==> config.mk <==
export PLATFORM = sky130hd
export DESIGN_NAME = edf_cell
export DESIGN_NICKNAME = d
export VERILOG_FILES = /design/src/rtl/edf_pkg.sv /design/src/rtl/edf_cell.sv
export SDC_FILE = /design/constraint.sdc
export NUM_CORES = 1
export LEC_CHECK = 0
export BUFFER_PORTS_ARGS = -buffer_cell sky130_fd_sc_hd__buf_2
export CAP_MARGIN = 20
export CORE_AREA = 5 5 192 194
export CTS_BUF_LIST = sky130_fd_sc_hd__clkbuf_8
export CTS_CLUSTER_DIAMETER = 40
export CTS_CLUSTER_SIZE = 28
export DETAILED_ROUTE_END_ITERATION = 10
export DIE_AREA = 0 0 197 199
export SLEW_MARGIN = 0
export SYNTH_ARGS = -nofsm -noshare
export SYNTH_HDL_FRONTEND = slang
export SYNTH_SLANG_ARGS = --single-unit
==> constraint.sdc <==
create_clock -name clk -period 10.83 [get_ports clk]
set_clock_uncertainty 0.2 [all_clocks]
set_input_delay 0.5415 -clock clk [delete_from_list [all_inputs] [get_ports clk]]
set_output_delay 0.5415 -clock clk [all_outputs]
set_load 0.1 [all_outputs]
==> src/rtl/edf_pkg.sv <==
// Package for the deadline-sorted ready queue: word types, codes and helpers.
`default_nettype none
package edf_pkg;

    localparam int QueueDepthDefault = 16;
    localparam int MsPerSec = 1000;
    localparam int MsWidth = 26;

    typedef enum logic [1:0] {
        CMD_ADD       = 2'd0,
        CMD_SELECT    = 2'd1,
        CMD_PREEMPT   = 2'd2,
        CMD_SET_READY = 2'd3
    } command_t;

    typedef enum logic [3:0] {
        OC_ADDED       = 4'd0,
        OC_FULL        = 4'd1,
        OC_DROPPED     = 4'd2,
        OC_SELECTED    = 4'd3,
        OC_NONE        = 4'd4,
        OC_KEEP        = 4'd5,
        OC_PREEMPT     = 4'd6,
        OC_RUN_EXPIRED = 4'd7,
        OC_FLAG_SET    = 4'd8,
        OC_ID_MISSING  = 4'd9
    } outcome_t;

    typedef enum logic [1:0] {
        OP_NOP,
        OP_INSERT,
        OP_REMOVE,
        OP_SET_READY
    } cell_op_t;

    typedef enum logic {
        ST_IDLE,
        ST_BUSY
    } state_t;

    typedef struct packed {
        command_t    command;
        logic [15:0] task_id;
        logic [31:0] task_deadline;
        logic [15:0] start_sec;
        logic [15:0] end_sec;
        logic        ready_flag;
        logic [31:0] now_ms;
        logic [31:0] running_deadline;
        logic [15:0] running_end_sec;
    } in_word_t;

    typedef struct packed {
        outcome_t    outcome;
        logic [15:0] result_id;
        logic [31:0] result_deadline;
        logic        last;
    } out_word_t;

    typedef struct packed {
        logic [15:0] id;
        logic [31:0] deadline;
        logic [15:0] start;
        logic [15:0] stop;
        logic        ready;
    } entry_t;

    // Broadcast from the sequencer to every cell
    typedef struct packed {
        cell_op_t    op;
        entry_t      new_ent;
        logic [31:0] now_ms;
        logic [31:0] run_deadline;
    } cell_ctrl_t;

    // First-hit data carried along the chain
    typedef struct packed {
        logic        expired;
        logic [15:0] id;
        logic [31:0] deadline;
    } sel_t;

    // Any-hit flags carried along the chain
    typedef struct packed {
        logic earlier;
        logic id_hit;
    } flags_t;

    function automatic logic [MsWidth-1:0] sec_to_ms(input logic [15:0] s);
        sec_to_ms = MsWidth'(s) * MsWidth'(MsPerSec);
    endfunction

endpackage
`default_nettype wire

==> src/rtl/edf_cell.sv <==
// One queue slot: holds an entry, shifts it left or right and flags hits.
`default_nettype none
module edf_cell (
    input  wire logic               clk,
    input  wire logic               rst_n,
    input  edf_pkg::cell_ctrl_t     ctrl,
    input  edf_pkg::entry_t         left_ent,
    input  wire logic               left_occ,
    input  wire logic               left_after,
    input  edf_pkg::entry_t         right_ent,
    input  wire logic               right_occ,
    input  wire logic               hit_before,
    input  edf_pkg::sel_t           sel_in,
    input  edf_pkg::flags_t         flags_in,
    output edf_pkg::entry_t         ent,
    output logic                    occ,
    output logic                    after,
    output logic                    hit_incl,
    output edf_pkg::sel_t           sel_out,
    output edf_pkg::flags_t         flags_out
);

    edf_pkg::entry_t ent_reg, ent_next;
    logic            occ_reg, occ_next;
    logic            expired, eligible, hit_here, id_match;

    // Evaluate this slot against the current time and keys
    always_comb
    begin
        expired  = occ_reg && ({6'd0, edf_pkg::sec_to_ms(ent_reg.stop)}) < ctrl.now_ms;
        eligible = occ_reg && ent_reg.ready &&
                   ctrl.now_ms >= {6'd0, edf_pkg::sec_to_ms(ent_reg.start)};
        hit_here = expired || eligible;
        id_match = occ_reg && (ent_reg.id == ctrl.new_ent.id);
        after    = occ_reg && (ent_reg.deadline <= ctrl.new_ent.deadline);
        hit_incl = hit_before || hit_here;
        sel_out  = (hit_here && !hit_before) ?
                   edf_pkg::sel_t'{expired: expired, id: ent_reg.id,
                                   deadline: ent_reg.deadline} : sel_in;
        flags_out.earlier = flags_in.earlier ||
                            (eligible && ent_reg.deadline < ctrl.run_deadline);
        flags_out.id_hit  = flags_in.id_hit || id_match;
    end

    // Next slot contents
    always_comb
    begin
        ent_next = ent_reg;
        occ_next = occ_reg;
        case (ctrl.op)
            edf_pkg::OP_INSERT:
            begin
                if (!after)
                begin
                    if (left_after)
                    begin
                        ent_next = ctrl.new_ent;
                        occ_next = 1'b1;
                    end
                    else
                    begin
                        ent_next = left_ent;
                        occ_next = left_occ;
                    end
                end
            end
            edf_pkg::OP_REMOVE:
            begin
                if (hit_incl)
                begin
                    ent_next = right_ent;
                    occ_next = right_occ;
                end
            end
            edf_pkg::OP_SET_READY:
            begin
                if (id_match)
                    ent_next.ready = ctrl.new_ent.ready;
            end
            default:
            begin
            end
        endcase
    end

    // Hold slot state
    always_ff @(posedge clk or negedge rst_n)
    begin
        if (!rst_n)
            occ_reg <= 1'b0;
        else
            occ_reg <= occ_next;
    end

    always_ff @(posedge clk)
    begin
        ent_reg <= ent_next;
    end

    assign ent = ent_reg;
    assign occ = occ_reg;

endmodule
`default_nettype wire

==> run metrics <==
Final Setup Violations 0; register area share after synthesis 18.85%; Netlist Area Pre-Place 13040 um2; Die Ht 199 um; yosys warns 0; Final WS setup 2040 ps; synth cell count leaders inv_1 (270), ha_1 (216), nand2_1 (116), o21ai_0 (114), fa_1 (108); FP Rows 69; clk sinks 82; Placeable Area 35050 um2; fmax 0.1138 GHz; Num CTS Buffers 9; worst-margin pin slew 968.0 ps; Worst-Skew Late Latency 400 ps; Seq cells post-synth 82; Slew Limit Fails 0; slack of the worst reg-to-reg path 2840 ps; drt pass-1 iters 7; area leader, netlist ha_1; Worst Hold Path EP ent[45]; drt total wl 42530 um; Async SR Flop Fraction 1.220%; GPL Wtd Cong 0.9288; fraction of layout instances using a drive strength above 1 30.24%; worst path cell trace fa_1 -> fa_1 -> inv_1 -> fa_1 -> fa_1 -> inv_1 -> ha_1 -> o21a_1 -> o31a_1 -> o21a_1 -> o2111ai_1 -> a311oi_1 -> o31ai_1 -> and4b_1 -> nor3_1 -> ha_1 -> a21oi_1 -> o21ai_0 -> a221oi_2 -> o22ai_2 -> o21ai_4 -> buf_4 -> mux2_1 -> buf_2; worst hold start right_ent[45]; htree depth 3; Final ANT Viol Nets 0; area fraction of the dominant cell type after synthesis 20.73%; io pins 501; initial antenna violation count 9; status finished clean; EDFF count, synth 81; Main synth FF type edfxtp_1; Worst Setup Path Type reg -> out; Most Frequent Cell on Critical Path fa_1; Global Route Usage Sum 21.13%; Clock Path Buffers 2; Worst EP arrival 8050 ps; slowest cell delay on critical path 700 ps; hold depth 3; most numerous cell in the Yosys netlist inv_1; worst hold path class in -> reg; Area growth, synth to finish 24.43%; Slew headroom 35.47%; setup tns final 0 ps; final hold vios 0; Post-CTS Resized 0; Clk pin slew, worst setup/hold paths 100 ps; first-pass GRT wire length 64310 um; total die area 39200 um2; via count 11762; largest net degree at the start of global routing 98; cell count after synthesis 1396; Synth cell types 63; worst slack at placement 2521 ps; CP startpoint kind flip-flop; starting DRC count in detailed routing 406; wire per inst 18.08 um; via-per-instance ratio 5.001; CP Capture Type output pin; Die W 197 um; Layout Nets 2571; CP max FO 25; Reg2Reg Depth 25; Setup Fix Bufs, Post-CTS 0; largest cells by area after synthesis ha_1 (21%), edfxtp_1 (19%), fa_1 (17%); Max-Cap Viols 0; final period utilization 81.17%; vias in the first global route 12192; slowest cell on the critical path o21ai_4; DP Wirelength 36980 um; Critical Path RT 10090 ps; Overflow after GRT 0; max reg flops 81; min Tclk post-route 8790 ps; RR Endpoint ent[6]; Syn Area/Cell 9.337 um2; RSZ-0062 raised after global routing no; Clock Tree Root clkbuf_8; IO buf count 500; DRC Markers 0; Worst R2R Start ent[9]; Initial Utilization 37.19%; Syn Nets 2086; CTS tree built
[placed cells by master (no fill, tap or decap), drive strengths merged, types with 4 or more instances in the layout]
| cell | count |
|---|---|
| nor3 | 14 |
| diode | 6 |
| nand3 | 11 |
| fa | 108 |
| xnor2 | 31 |
| a21o | 33 |
| o21ai | 117 |
| o2111ai | 4 |
| o211ai | 6 |
| xor2 | 15 |
| a211oi | 11 |
| a211o | 6 |
| or3 | 4 |
| or2 | 4 |
| nand4 | 22 |
| and3 | 4 |
| o21a | 6 |
| ha | 216 |
| nand2 | 116 |
| a21oi | 64 |
| o21bai | 4 |
| mux2i | 80 |
| nand2b | 6 |
| mux2 | 48 |
| edfxtp | 81 |
| nor2b | 9 |
| nor2 | 29 |
| nor4 | 6 |
| clkbuf | 10 |
| nor3b | 4 |
| buf | 504 |
| inv | 272 |
[metrics by stage]
stage | area (um2) | hold WS (ps) | util [%] | std cells
global route | 16210 | 187.3 | 46.25 | 2349
detailed placement | 16010 | 120.8 | 45.68 | 2329
floorplan | 13040 | 45.91 | - | 1396
CTS | 16200 | 169.9 | 46.21 | 2345
finish | 16220 | 215.8 | 46.27 | 2352
global placement | 16010 | 120.4 | 45.68 | 2329
[logic make-up (layout without fill, tap and decap cells)]
logic type / after synthesis / after routing / share of synthesized area [%]
multiplexers: 128 / 128 / 10.29
other: 0 / 6 / 0
XOR/XNOR: 46 / 46 / 3.091
adder cells (fa/ha/maj): 324 / 324 / 37.32
flip-flops: 82 / 82 / 18.85
AO/OA/AOI/OAI: 275 / 275 / 12.86
AND/OR/NAND/NOR: 239 / 239 / 8.658
buffers and inverters: 302 / 791 / 8.927
[how the worst max path moves through the flow]
stage / cells after the start / to / start
after floorplan: 25 / sel_out[0] / ent[7]
after global placement: 24 / sel_out[29] / ent[17]
after detailed placement: 24 / sel_out[40] / ent[17]
after CTS: 24 / sel_out[40] / ent[17]
after global routing: 24 / sel_out[40] / ent[17]
final: 24 / sel_out[40] / ent[17]
[final cells by class]
class	instances	area, um2
repair buffers	506	2552
diodes	6	15.01
clock inverters	6	51.30
inverters	270	1016
flip-flops and latches	82	2457
clock buffers	9	123.9
fillers	3533	18830
well taps	461	576.8
multi-input cells	1012	9427
[routing by layer]
layer  global-route usage (%)  share of wire [%]
met5                        0               0.13
met4                    5.727                1.9
met3                    5.064                6.0
met2                    38.17                 52
met1                    25.16                 40
[worst max-delay path, delay by kind of cell, from the launching register on]
| kind | cells | cell delay [ps] |
|---|---|---|
| AO/OA/AOI/OAI | 11 | 2810 |
| adder cells (fa/ha/maj) | 6 | 2740 |
| buffers and inverters | 4 | 870 |
| flip-flops | 1 | 510 |
| multiplexers | 1 | 380 |
| AND/OR/NAND/NOR | 2 | 300 |
[timing repair]
| action | 4_1_cts | 5_1_grt |
|---|---|---|
| hold endpoints to repair | 1 | 0 |
| endpoints found under the setup margin | 0 | 0 |
| hold buffers | 1 | 0 |
Power is left out: the tool's default activity adds up to more than one toggle a clock period on the data nets, which glitch-free logic cannot reach.
